--- src/hw/rtl/nalt_pkg.sv ---
// Shared types, constants and codes for the node address lease table.
package nalt_pkg;

  localparam int NUM_SLOTS_DEF = 16;
  localparam int MAX_RESULTS   = 16;
  localparam int EMIT_CNT_W    = $clog2(MAX_RESULTS + 1);
  localparam int TTL_W         = 8;
  localparam logic [TTL_W-1:0] TTL_RESET = 8'd3;

  localparam logic [2:0] OP_REGISTER  = 3'd0;
  localparam logic [2:0] OP_TICK      = 3'd1;
  localparam logic [2:0] OP_HEARTBEAT = 3'd2;
  localparam logic [2:0] OP_KEY       = 3'd3;
  localparam logic [2:0] OP_LIST      = 3'd4;

  localparam logic [1:0] KIND_ASSIGNED = 2'd0;
  localparam logic [1:0] KIND_DEAD     = 2'd1;
  localparam logic [1:0] KIND_ALIVE    = 2'd2;

  typedef struct packed {
    logic [2:0] opcode;
    logic [7:0] node_addr;
    logic [7:0] key_value;
  } nalt_in_t;

  typedef struct packed {
    logic [1:0] kind;
    logic [4:0] result_addr;
    logic [4:0] alive_total;
    logic       last;
  } nalt_out_t;

  typedef enum logic [2:0] {
    ST_IDLE,
    ST_REG,
    ST_TICK,
    ST_LIST,
    ST_FLUSH
  } nalt_state_t;

  typedef struct packed {
    logic load;
    logic hb;
    logic key;
    logic step_reg;
    logic step_tick;
    logic step_list;
    logic flush;
  } nalt_cmd_t;

  typedef struct packed {
    logic step_ok;
    logic last_slot;
    logic found;
    logic flush_ok;
  } nalt_sts_t;

endpackage

--- src/hw/rtl/nalt_ram.sv ---
// Generic simple dual-port RAM with registered read.
module nalt_ram #(
  parameter int WIDTH = 8,
  parameter int DEPTH = 16,
  localparam int AddrW = (DEPTH > 1) ? $clog2(DEPTH) : 1
) (
  input  logic             clk,
  input  logic             we,
  input  logic [AddrW-1:0] waddr,
  input  logic [WIDTH-1:0] wdata,
  input  logic [AddrW-1:0] raddr,
  output logic [WIDTH-1:0] rdata
);

  logic [WIDTH-1:0] mem [DEPTH];
  logic [WIDTH-1:0] rdata_r;

  always_ff @(posedge clk) begin
    if (we) begin
      mem[waddr] <= wdata;
    end
    rdata_r <= mem[raddr];
  end

  assign rdata = rdata_r;

endmodule

--- src/hw/rtl/nalt_ctrl.sv ---
// Controller state machine sequencing the slot scans.
module nalt_ctrl (
  input  logic                clk,
  input  logic                rst_n,
  input  logic                in_valid,
  input  logic [2:0]          in_opcode,
  output logic                in_ready,
  input  nalt_pkg::nalt_sts_t sts,
  output nalt_pkg::nalt_cmd_t cmd
);

  nalt_pkg::nalt_state_t state_r, state_nxt;

  always_ff @(posedge clk) begin
    if (!rst_n) begin
      state_r <= nalt_pkg::ST_IDLE;
    end else begin
      state_r <= state_nxt;
    end
  end

  always_comb begin
    state_nxt = state_r;
    cmd       = '0;
    in_ready  = 1'b0;
    unique case (state_r)
      nalt_pkg::ST_IDLE: begin
        in_ready = rst_n;
        if (in_valid && rst_n) begin
          cmd.load = 1'b1;
          unique case (in_opcode)
            nalt_pkg::OP_REGISTER:  state_nxt = nalt_pkg::ST_REG;
            nalt_pkg::OP_TICK:      state_nxt = nalt_pkg::ST_TICK;
            nalt_pkg::OP_LIST:      state_nxt = nalt_pkg::ST_LIST;
            nalt_pkg::OP_HEARTBEAT: cmd.hb = 1'b1;
            nalt_pkg::OP_KEY:       cmd.key = 1'b1;
            default:                state_nxt = nalt_pkg::ST_IDLE;
          endcase
        end
      end
      nalt_pkg::ST_REG: begin
        cmd.step_reg = 1'b1;
        if (sts.step_ok && (sts.found || sts.last_slot)) begin
          state_nxt = nalt_pkg::ST_FLUSH;
        end
      end
      nalt_pkg::ST_TICK: begin
        cmd.step_tick = 1'b1;
        if (sts.step_ok && sts.last_slot) begin
          state_nxt = nalt_pkg::ST_FLUSH;
        end
      end
      nalt_pkg::ST_LIST: begin
        cmd.step_list = 1'b1;
        if (sts.step_ok && sts.last_slot) begin
          state_nxt = nalt_pkg::ST_FLUSH;
        end
      end
      nalt_pkg::ST_FLUSH: begin
        cmd.flush = 1'b1;
        if (sts.flush_ok) begin
          state_nxt = nalt_pkg::ST_IDLE;
        end
      end
      default: state_nxt = nalt_pkg::ST_IDLE;
    endcase
  end

endmodule

--- src/hw/rtl/nalt_datapath.sv ---
// Slot flags, TTL memory, alive count, pending result and output register.
module nalt_datapath #(
  parameter int NUM_SLOTS = nalt_pkg::NUM_SLOTS_DEF
) (
  input  logic                 clk,
  input  logic                 rst_n,
  input  nalt_pkg::nalt_cmd_t  cmd,
  output nalt_pkg::nalt_sts_t  sts,
  input  nalt_pkg::nalt_in_t   in_word,
  input  logic                 cfg_we,
  input  logic [7:0]           cfg_wdata,
  output logic                 out_valid,
  input  logic                 out_ready,
  output nalt_pkg::nalt_out_t  out_word
);

  localparam int SLOT_W = (NUM_SLOTS > 1) ? $clog2(NUM_SLOTS) : 1;
  localparam int CNT_W  = $clog2(NUM_SLOTS + 1);
  localparam int ECW    = nalt_pkg::EMIT_CNT_W;
  localparam int TW     = nalt_pkg::TTL_W;

  // key bytes never reach a result, so only TTL and used flags are held
  logic [TW-1:0]        ttl_start_r, ttl_start_nxt;
  logic [NUM_SLOTS-1:0] used_r, used_nxt;
  logic [CNT_W-1:0]     alive_cnt_r, alive_cnt_nxt;
  logic [SLOT_W-1:0]    idx_r, idx_nxt;
  logic                 pend_valid_r, pend_valid_nxt;
  nalt_pkg::nalt_out_t  pend_word_r, pend_word_nxt;
  logic [ECW-1:0]       em_cnt_r, em_cnt_nxt;
  logic                 out_valid_r, out_valid_nxt;
  nalt_pkg::nalt_out_t  out_word_r, out_word_nxt;

  logic                 ram_we;
  logic [SLOT_W-1:0]    ram_waddr;
  logic [TW-1:0]        ram_wdata;
  logic [TW-1:0]        ttl_rdata;

  logic [8:0]           slot_addr9;
  logic [8:0]           total9;
  logic [7:0]           addr_m1;
  logic [SLOT_W-1:0]    hb_idx;
  logic                 addr_ok;
  logic                 cur_used;
  logic                 last_slot;
  logic                 ttl_zero;
  logic                 emit_req;
  logic                 emit_keep;
  logic                 out_free;
  logic                 stepping;
  logic                 step_ok;
  logic                 go;
  logic                 push_mid;
  logic                 push_fin;
  nalt_pkg::nalt_out_t  new_word;

  nalt_ram #(
    .WIDTH(TW),
    .DEPTH(NUM_SLOTS)
  ) u_ttl_ram (
    .clk  (clk),
    .we   (ram_we),
    .waddr(ram_waddr),
    .wdata(ram_wdata),
    .raddr(idx_nxt),
    .rdata(ttl_rdata)
  );

  always_comb begin
    slot_addr9 = 9'(idx_r) + 9'd1;
    total9     = 9'(alive_cnt_r);
    addr_m1    = in_word.node_addr - 8'd1;
    hb_idx     = addr_m1[SLOT_W-1:0];
    addr_ok    = (in_word.node_addr != 8'd0) && ({1'b0, in_word.node_addr} <= 9'(NUM_SLOTS));
    cur_used   = used_r[idx_r];
    last_slot  = (idx_r == SLOT_W'(NUM_SLOTS - 1));
    ttl_zero   = (ttl_rdata == '0);

    emit_req = 1'b0;
    new_word = '0;
    if (cmd.step_reg) begin
      emit_req         = !cur_used || last_slot;
      new_word.kind    = nalt_pkg::KIND_ASSIGNED;
      new_word.result_addr = cur_used ? 5'd0 : slot_addr9[4:0];
    end else if (cmd.step_tick) begin
      emit_req         = cur_used && ttl_zero;
      new_word.kind    = nalt_pkg::KIND_DEAD;
      new_word.result_addr = slot_addr9[4:0];
    end else if (cmd.step_list) begin
      emit_req         = cur_used;
      new_word.kind    = nalt_pkg::KIND_ALIVE;
      new_word.result_addr = slot_addr9[4:0];
      new_word.alive_total = total9[4:0];
    end

    emit_keep = emit_req && (em_cnt_r < ECW'(nalt_pkg::MAX_RESULTS));
    out_free  = !out_valid_r || out_ready;
    stepping  = cmd.step_reg || cmd.step_tick || cmd.step_list;
    step_ok   = !(emit_keep && pend_valid_r) || out_free;
    go        = stepping && step_ok;
    push_mid  = go && emit_keep && pend_valid_r;
    push_fin  = cmd.flush && pend_valid_r && out_free;

    sts.step_ok   = step_ok;
    sts.last_slot = last_slot;
    sts.found     = !cur_used;
    sts.flush_ok  = !pend_valid_r || out_free;

    ttl_start_nxt  = cfg_we ? cfg_wdata : ttl_start_r;
    used_nxt       = used_r;
    alive_cnt_nxt  = alive_cnt_r;
    idx_nxt        = idx_r;
    pend_valid_nxt = pend_valid_r;
    pend_word_nxt  = pend_word_r;
    em_cnt_nxt     = em_cnt_r;
    out_word_nxt   = out_word_r;
    out_valid_nxt  = out_valid_r && !out_ready;
    ram_we         = 1'b0;
    ram_waddr      = idx_r;
    ram_wdata      = ttl_start_r;

    if (cmd.load) begin
      idx_nxt        = '0;
      pend_valid_nxt = 1'b0;
      em_cnt_nxt     = '0;
    end

    if (cmd.hb && addr_ok && used_r[hb_idx]) begin
      ram_we    = 1'b1;
      ram_waddr = hb_idx;
    end
    if (cmd.key && addr_ok) begin
      ram_we    = 1'b1;
      ram_waddr = hb_idx;
    end

    if (go) begin
      if (!last_slot) begin
        idx_nxt = idx_r + SLOT_W'(1);
      end
      if (cmd.step_reg && !cur_used) begin
        used_nxt[idx_r] = 1'b1;
        alive_cnt_nxt   = alive_cnt_r + CNT_W'(1);
        ram_we          = 1'b1;
      end
      if (cmd.step_tick && cur_used) begin
        if (ttl_zero) begin
          used_nxt[idx_r] = 1'b0;
          alive_cnt_nxt   = alive_cnt_r - CNT_W'(1);
        end else begin
          ram_we    = 1'b1;
          ram_wdata = ttl_rdata - TW'(1);
        end
      end
      if (emit_keep) begin
        pend_valid_nxt = 1'b1;
        pend_word_nxt  = new_word;
        em_cnt_nxt     = em_cnt_r + ECW'(1);
      end
    end

    if (push_mid) begin
      out_valid_nxt     = 1'b1;
      out_word_nxt      = pend_word_r;
      out_word_nxt.last = 1'b0;
    end
    if (push_fin) begin
      out_valid_nxt     = 1'b1;
      out_word_nxt      = pend_word_r;
      out_word_nxt.last = 1'b1;
      pend_valid_nxt    = 1'b0;
    end
  end

  always_ff @(posedge clk) begin
    if (!rst_n) begin
      ttl_start_r  <= nalt_pkg::TTL_RESET;
      used_r       <= '0;
      alive_cnt_r  <= '0;
      idx_r        <= '0;
      pend_valid_r <= 1'b0;
      em_cnt_r     <= '0;
      out_valid_r  <= 1'b0;
    end else begin
      ttl_start_r  <= ttl_start_nxt;
      used_r       <= used_nxt;
      alive_cnt_r  <= alive_cnt_nxt;
      idx_r        <= idx_nxt;
      pend_valid_r <= pend_valid_nxt;
      em_cnt_r     <= em_cnt_nxt;
      out_valid_r  <= out_valid_nxt;
    end
  end

  always_ff @(posedge clk) begin
    pend_word_r <= pend_word_nxt;
    out_word_r  <= out_word_nxt;
  end

  assign out_valid = out_valid_r;
  assign out_word  = out_word_r;

`ifndef SYNTH
  a_alive_count: assert property (@(posedge clk) disable iff (!rst_n)
    alive_cnt_r == CNT_W'($countones(used_r)))
    else $error("alive count out of step with used flags");

  a_emit_cap: assert property (@(posedge clk) disable iff (!rst_n)
    em_cnt_r <= ECW'(nalt_pkg::MAX_RESULTS))
    else $error("result count beyond cap");

  a_final_word: assert property (@(posedge clk) disable iff (!rst_n)
    push_fin |=> (!pend_valid_r && out_valid_r && out_word_r.last))
    else $error("final word not presented or pending word left");

  a_load_clears: assert property (@(posedge clk) disable iff (!rst_n)
    cmd.load |=> (!pend_valid_r && (em_cnt_r == '0)))
    else $error("pending state not cleared on new word");
`endif

endmodule

--- src/hw/rtl/node_address_lease_table.sv ---
// Top level of the node address lease table.
//
//   port group   direction  handshake           payload
//   in_*         input      in_valid/in_ready   nalt_in_t  (opcode, node_addr, key_value)
//   out_*        output     out_valid/out_ready nalt_out_t (kind, result_addr, alive_total, last)
//   cfg_*        input      cfg_we              cfg_wdata  (ttl_start)
//
// Heartbeat, key and unknown words are handled in the idle state. Tick and list scan every
// slot, register up to the first free one, one slot per cycle through the TTL RAM port.
// The result register only delays the scan when it is still full on the next result.
// Synchronous reset clears the used flags at once; TTL memory needs no clearing pass.
module node_address_lease_table #(
  parameter int NUM_SLOTS = nalt_pkg::NUM_SLOTS_DEF
) (
  input  logic                clk,
  input  logic                rst_n,
  input  logic                in_valid,
  output logic                in_ready,
  input  nalt_pkg::nalt_in_t  in_word,
  output logic                out_valid,
  input  logic                out_ready,
  output nalt_pkg::nalt_out_t out_word,
  input  logic                cfg_we,
  input  logic [7:0]          cfg_wdata
);

  nalt_pkg::nalt_cmd_t cmd;
  nalt_pkg::nalt_sts_t sts;

  nalt_ctrl u_ctrl (
    .clk      (clk),
    .rst_n    (rst_n),
    .in_valid (in_valid),
    .in_opcode(in_word.opcode),
    .in_ready (in_ready),
    .sts      (sts),
    .cmd      (cmd)
  );

  nalt_datapath #(
    .NUM_SLOTS(NUM_SLOTS)
  ) u_datapath (
    .clk      (clk),
    .rst_n    (rst_n),
    .cmd      (cmd),
    .sts      (sts),
    .in_word  (in_word),
    .cfg_we   (cfg_we),
    .cfg_wdata(cfg_wdata),
    .out_valid(out_valid),
    .out_ready(out_ready),
    .out_word (out_word)
  );

endmodule

--- config.mk ---
export PLATFORM = sky130hd
export DESIGN_NAME = node_address_lease_table
export DESIGN_NICKNAME = d
export VERILOG_FILES = /design/src/hw/rtl/nalt_pkg.sv /design/src/hw/rtl/nalt_ram.sv /design/src/hw/rtl/nalt_ctrl.sv /design/src/hw/rtl/nalt_datapath.sv /design/src/hw/rtl/node_address_lease_table.sv
export SDC_FILE = /design/constraint.sdc
export NUM_CORES = 1
export LEC_CHECK = 0
export BUFFER_PORTS_ARGS = -buffer_cell sky130_fd_sc_hd__buf_4
export CORE_MARGIN = 3
export CORE_UTILIZATION = 40
export CTS_CLUSTER_DIAMETER = 50
export CTS_CLUSTER_SIZE = 25
export DETAILED_ROUTE_END_ITERATION = 8
export GPL_TIMING_DRIVEN = 0
export PLACE_DENSITY = 0.65
export REMOVE_ABC_BUFFERS = 1
export SKIP_LAST_GASP = 1
export SYNTH_ARGS = -nofsm -noshare
export SYNTH_HDL_FRONTEND = slang
export SYNTH_SLANG_ARGS = --single-unit
--- constraint.sdc ---
create_clock -name clk -period 6.8 [get_ports clk]
set_clock_uncertainty 0.2 [all_clocks]
set_input_delay 2.04 -clock clk [delete_from_list [all_inputs] [get_ports clk]]
set_output_delay 2.04 -clock clk [all_outputs]
set_load 0.1 [all_outputs]
Word-level counts from Yosys, hierarchy flattened
Memories as Yosys holds them, arrays and structs flattened. A register that Yosys moved wholly into a read port is not among the register bits.
Index checks and enable logic that the tools add are counted.
{"block": "op_classes", "n_addsub": 7, "n_lt_le_gt_ge": 5, "eq_ne": 14, "muxes": 61, "n_bitwise": 5, "n_reduce_logical": 42}
{"operator": "16-bit two-way mux", "count": 4}
{"operator": "5-bit two-way mux", "count": 8}
{"operator": "1-bit two-way mux", "count": 26}
{"operator": "13-bit two-way mux", "count": 2}
{"operator": "8-bit two-way mux", "count": 3}
{"operator": "3-bit case mux with 4 select lines", "count": 2}
{"operator": "4-bit two-way mux", "count": 5}
{"operator": "1-bit logical AND", "count": 19}
{"operator": "3-bit two-way mux", "count": 6}
{"operator": "16-bit bitwise AND", "count": 1}
{"operator": "16-bit NOT", "count": 1}
{"operator": "16-bit OR", "count": 1}
{"operator": "3-bit by 2-bit equality test with 1-bit output, second input constant", "count": 4}
{"operator": "12-bit two-way mux", "count": 1}
{"operator": "5-bit by 1-bit adder with 5-bit output, second input constant", "count": 2}
{"operator": "4-bit by 5-bit < comparator with 1-bit output, second input constant", "count": 2}
{"operator": "1-bit binary-select mux with 4-bit select", "count": 2}
{"operator": "8-bit by 5-bit <= comparator with 1-bit output, second input constant", "count": 1}
{"operator": "8-bit zero test", "count": 1}
{"operator": "8-bit nonzero test", "count": 1}
{"operator": "2-bit OR reduction", "count": 4}
{"operator": "8-bit by 1-bit subtractor with 8-bit output, second input constant", "count": 1}
{"operator": "3-bit by 1-bit equality test with 1-bit output, second input constant", "count": 2}
{"operator": "3-bit equality test, second input constant", "count": 2}
{"operator": "19 further kinds", "count": 33}
{"block": "word_totals", "ff_bits": 68, "mem_bits_rw": 128, "in_bits": 32, "output_inout_bits": 15, "wordCells": 151, "memories": 1}
{"name": "u_datapath.u_ttl_ram.mem", "depth": 16, "width": 8, "rd": 1, "rd_clocked_by_memory_dff": 1, "wr": 1, "line_no": "nalt_ram.sv:15", "rtl": "logic [WIDTH-1:0] mem [DEPTH];"}

Longest topological paths before layout
{"block": "depth", "word_depth": 14, "ltp_mapped": 12, "ltp_nobuf": 10}

By module
From an unflattened synthesis, not the netlist that was laid out.
{"block": "unflattened", "hier_cells": 646, "hier_area_um2": 9102.5}
{"module": "nalt_ram", "instances": 1, "cells_each": 229, "area_each_um2": 5147.4, "seq_area_each_um2": 4003.8}
{"module": "nalt_datapath", "instances": 1, "cells_each": 379, "area_each_um2": 3663.5, "seq_area_each_um2": 1541.5}
{"module": "nalt_ctrl", "instances": 1, "cells_each": 38, "area_each_um2": 291.5, "seq_area_each_um2": 60.1}

Worst setup path before layout
OpenSTA, ideal clock, no wires.
{"block": "synth_path", "path_type": "input -> output", "start": "input rst_n", "end": "output in_ready", "arrival_ns": 3.308, "required_time_ns": 4.560, "path_slack_ns": 1.252, "stages": 3, "n_path_buf": 2, "cell_sequence": "clkbuf_1 > clkbuf_1 > and2_1"}
{"block": "synth_via", "elab_chain_cells": 1}
{"element": "from (decl)", "line_no": "node_address_lease_table.sv:16", "rtl": "input logic rst_n,"}
{"element": "1-bit two-way mux", "line_no": "nalt_ctrl.sv:26", "rtl": "unique case (state_r)"}
{"element": "to (decl)", "line_no": "node_address_lease_table.sv:18", "rtl": "output logic in_ready,"}
No other way between the ends.

Worst setup path in the final report
{"block": "layout_path", "start": "input out_ready", "end": "register u_datapath.out_word_r (netlist bit u_datapath.out_word[6]), enable pin"}
{"block": "layout_via", "elab_chain_cells": 6, "word_cells_on_any_way": 7, "cone_classes": "reduce/logical: 7"}
{"element": "from (decl)", "line_no": "node_address_lease_table.sv:21", "rtl": "input logic out_ready,"}
{"element": "1-bit logical OR *", "line_no": "nalt_datapath.sv:96", "rtl": "out_free = !out_valid_r || out_ready;"}
{"element": "1-bit logical OR", "line_no": "nalt_datapath.sv:98", "rtl": "step_ok = !(emit_keep && pend_valid_r) || out_free;"}
{"element": "1-bit logical AND", "line_no": "nalt_datapath.sv:99", "rtl": "go = stepping && step_ok;"}
{"element": "1-bit logical AND (2 in a row)", "line_no": "nalt_datapath.sv:100", "rtl": "push_mid = go && emit_keep && pend_valid_r;"}
{"element": "2-bit nonzero test (no line) *"}
{"element": "to (signal assigned)", "line_no": "nalt_datapath.sv:196", "rtl": "out_word_r <= out_word_nxt;"}
{"element": "to (decl)", "line_no": "nalt_datapath.sv:31", "rtl": "nalt_pkg::nalt_out_t out_word_r, out_word_nxt;"}
Mark *: on every way between the ends. The rest lies on a longest branch, timed or not.
A chain may end at the register's enable or synchronous reset.

==> impl_metrics.csv <==
group,metric,value,unit
run_status,status,"finished clean",
timing,setup_viol,0,
timing,slew_headroom,13.7,%
global_route,overflow,0,
placed_design,io_buffers,38,
detailed_routing,drc,0,
detailed_routing,vias,6324,
detailed_routing,post_drt_via_cell_ratio,5.73,
floorplanning,core_area,22200,µm²
detailed_routing,avgRoutedWirePerCell,19.7,µm
floorplanning,die_h,157,µm
pwr,pwr-share-comb,11.7,%
detailed_routing,drtIter0Drc,701,
clocking,cts_setup_buffers,0,
pwr,p_per_area,272,nW/µm²
pwr,power.share.clock,40.0,%
floorplanning,ioPinCount,47,
floorplanning,rows,54,
detailed_routing,ant_nets,0,
pwr,p_leak,3.78,nW
yosys,post_synth_inst_count,778,
timing,clock.fmax,181,MHz
setup_path,crit_start,"out_ready",
setup_path,worst_ep_required_time,6750,ps
timing,rsz0062_at_grt,"no",
clocking,cts_sinks,204,
timing,timing.hold.ws,246,ps
finish,syn_to_final_growth,14.1,%
yosys,syn_area,9180,µm²
global_route,grt_max_degree,29,
clocking,numCtsBuffers,19,
clocking,ctsHtreeMaxLevel,1,
floorplanning,initial_core_util,41.4,%
yosys,synth.avg_cell_area,11.8,µm²
yosys,synth_ff_type,"edfxtp_1",
clocking,clk_pin_slew_worst_paths,70,ps
setup_path,worst-path-max-fanout,20,
placed_design,globalplace.congestion,0.849,
min_path,hp-class,"reg -> reg",
detailed_routing,firstDrtPassIters,5,
timing,min_period,5530,ps
pwr,ir_drop,0.000149,V
yosys,ys.warnings.count,0,
floorplanning,fp.dieW,157,µm
yosys,synth_top_cell_area_share,49.7,%
yosys,ys_seq_area_share,61.1,%
global_route,grt_pass1_wl,34100,µm
setup_path,start_kind,"input port",
min_path,hold_start,"u_datapath.out_word[0]",
setup_path,endpoint_kind,"flop",
finish,regArea,5610,µm²
detailed_routing,drt-total-wl,21700,µm
timing,setup_tns,0,ps
pwr,switching_share,26.0,%
yosys,synth_edf_count,152,
clocking,clockRootBuffer,"clkbuf_16",
global_route,grt_usage,17.5,%
global_route,grt_pass1_vias,6031,
finish,antenna_cells,0,
clocking,clock_path_buffers,3,
finish,fin_cells,1104,
timing,worst_slew_pin_slew,1290,ps
finish,drive_gt1_share,13.2,%
floorplanning,die-area,24800,µm²
placed_design,hpwlAfterDp,15100,µm
finish,multiInputGateArea,3380,µm²
finish,fill_cells,1986,
setup_path,critPathKind,"in -> reg",
clocking,insertion_delay,500,ps
clocking,cts.repair.resized,0,
timing,period_share,81.3,%
finish,finalNetCount,854,
run,max_cap_viol_count,0,
timing,hold_viol,0,
setup_path,worstReg2RegStart,"u_datapath.idx_r[1]",
yosys,synth_seq_cells,204,
pwr,p_int,2.11,mW
timing,drv_slew,0,
placed_design,dp.cells,1070,
yosys,synth_top_area_cell,"edfxtp_1",
yosys,synthDistinctLibCells,70,
pwr,p_sw,0.741,mW
setup_path,crit_arrival,5480,ps
clocking,cts_tree,"yes",
global_route,grt_antenna_before_repair,0,
yosys,synthArstFlopShare,0,%
yosys,synthTopCellsByArea,"edfxtp_1 (50%), dfxtp_1 (11%), mux2i_1 (5.6%)",
clocking,holdBufCountCts,0,
pwr,p_seq_share,48.3,%
==> layer usage <==
metal / global-route usage [%] / up-vias / routed length [µm]
li1: - / 3013 / -
met1: 25.2 / 3045 / 9680
met2: 27.1 / 240 / 9990
met3: 3.55 / 26 / 1650
met4: 4.50 / 0 / 380
met5: 0 / - / 0
==> Yosys cell counts (all sizes together), types with 3 or more instances <==
master	n
nor3	12
clkbuf	25
xnor2	12
a21oi	63
mux2	6
mux2i	51
a31oi	7
buf	11
a221oi	3
and4	3
ha	11
nand2b	4
and3	13
o22ai	18
nand3	34
and2	4
o21ai	52
a311oi	6
nand2	47
nor4	9
or3b	6
nor2	82
or2	3
mux4	5
edfxtp	152
nor2b	19
a32oi	3
dfxtp	52
a22oi	3
xor2	4
nand4	9
inv	16
==> cell type report <==
cell class / instances / area share, %
sequential: 204 / 53.5
multi-input combinational: 522 / 32.2
clock buffer: 20 / 4.67
timing repair buffer: 48 / 3.77
tap: 280 / 3.34
clock inverter: 14 / 1.91
inverter: 16 / 0.573
==> power groups by stage <==
stage | registers (mW) | clock network (mW) | logic [mW]
after floorplan | 1.40 | 0 | 0.220
after global placement | 1.41 | 0 | 0.315
after detailed placement | 1.40 | 0 | 0.329
after CTS | 1.38 | 1.16 | 0.331
after global routing | 1.38 | 1.22 | 0.364
final | 1.38 | 1.14 | 0.334
==> logic make-up (layout without fill, tap and decap cells) <==
family | after synthesis | count (layout) | share of synthesized area [%]
fa+ha+maj | 11 | 11 | 1.50
mux | 62 | 62 | 7.57
xor+xnor | 16 | 16 | 1.53
simple gates | 255 | 255 | 14.0
flops | 204 | 204 | 61.1
compound gates | 178 | 178 | 11.9
buf+inv | 52 | 98 | 2.37
==> registers in the layout (all words and copies together), names as in the netlist <==
register                    flops
u_ctrl.state_r                  3
u_datapath.alive_cnt_r          5
u_datapath.em_cnt_r             5
u_datapath.idx_r                4
u_datapath.out_valid            1
u_datapath.out_word            13
u_datapath.pend_valid_r         1
u_datapath.pend_word_r         12
u_datapath.ttl_start_r          8
u_datapath.u_ttl_ram.mem      128
u_datapath.u_ttl_ram.rdata      8
u_datapath.used_r              16
==> layout by cell type (no fill, tap or decap), types with 12 or more instances in the layout <==
master	synthesis	routed
a21oi_1	63	63
and3_1	13	13
buf_4	0	43
clkbuf_16	0	19
dfxtp_1	52	52
edfxtp_1	152	152
inv_1	15	15
mux2i_1	51	51
nand2_1	47	47
nand3_1	33	33
nor2_1	81	80
nor2b_1	19	19
o21ai_0	52	44
o22ai_1	17	17
xnor2_1	12	12
==> through the flow <==
step	area, µm²	power [mW]	setup slack (ps)	utilization, %
CTS	10500	2.87	1270	47.2
global route	10500	2.96	965	47.3
global placement	9660	1.72	-1040	43.6
finish	10500	2.85	1270	47.3
detailed placement	9780	1.73	752	44.1
floorplan	9020	1.62	450	-
==> worst paths after layout <==
kind | end | slack (ps) | cells past startpoint
worst min-delay path | u_datapath.out_word[0] | 250 | 2
worst max-delay path | u_datapath.out_word[6] | 1270 | 10
worst max register to register | u_datapath.out_word[6] | 1540 | 9
worst min register to register | u_datapath.out_word[0] | 250 | 2
==> worst max-delay path, stage by stage <==
cell and delay [ps]:
buf_4 80, and3b_1 190, nand2b_1 150, a2111o_1 170, and3_1 390, nand2_1 410
nor3_2 1130, nand2_1 150, and2_1 360, inv_1 380
(Power assumes the default switching activity.)
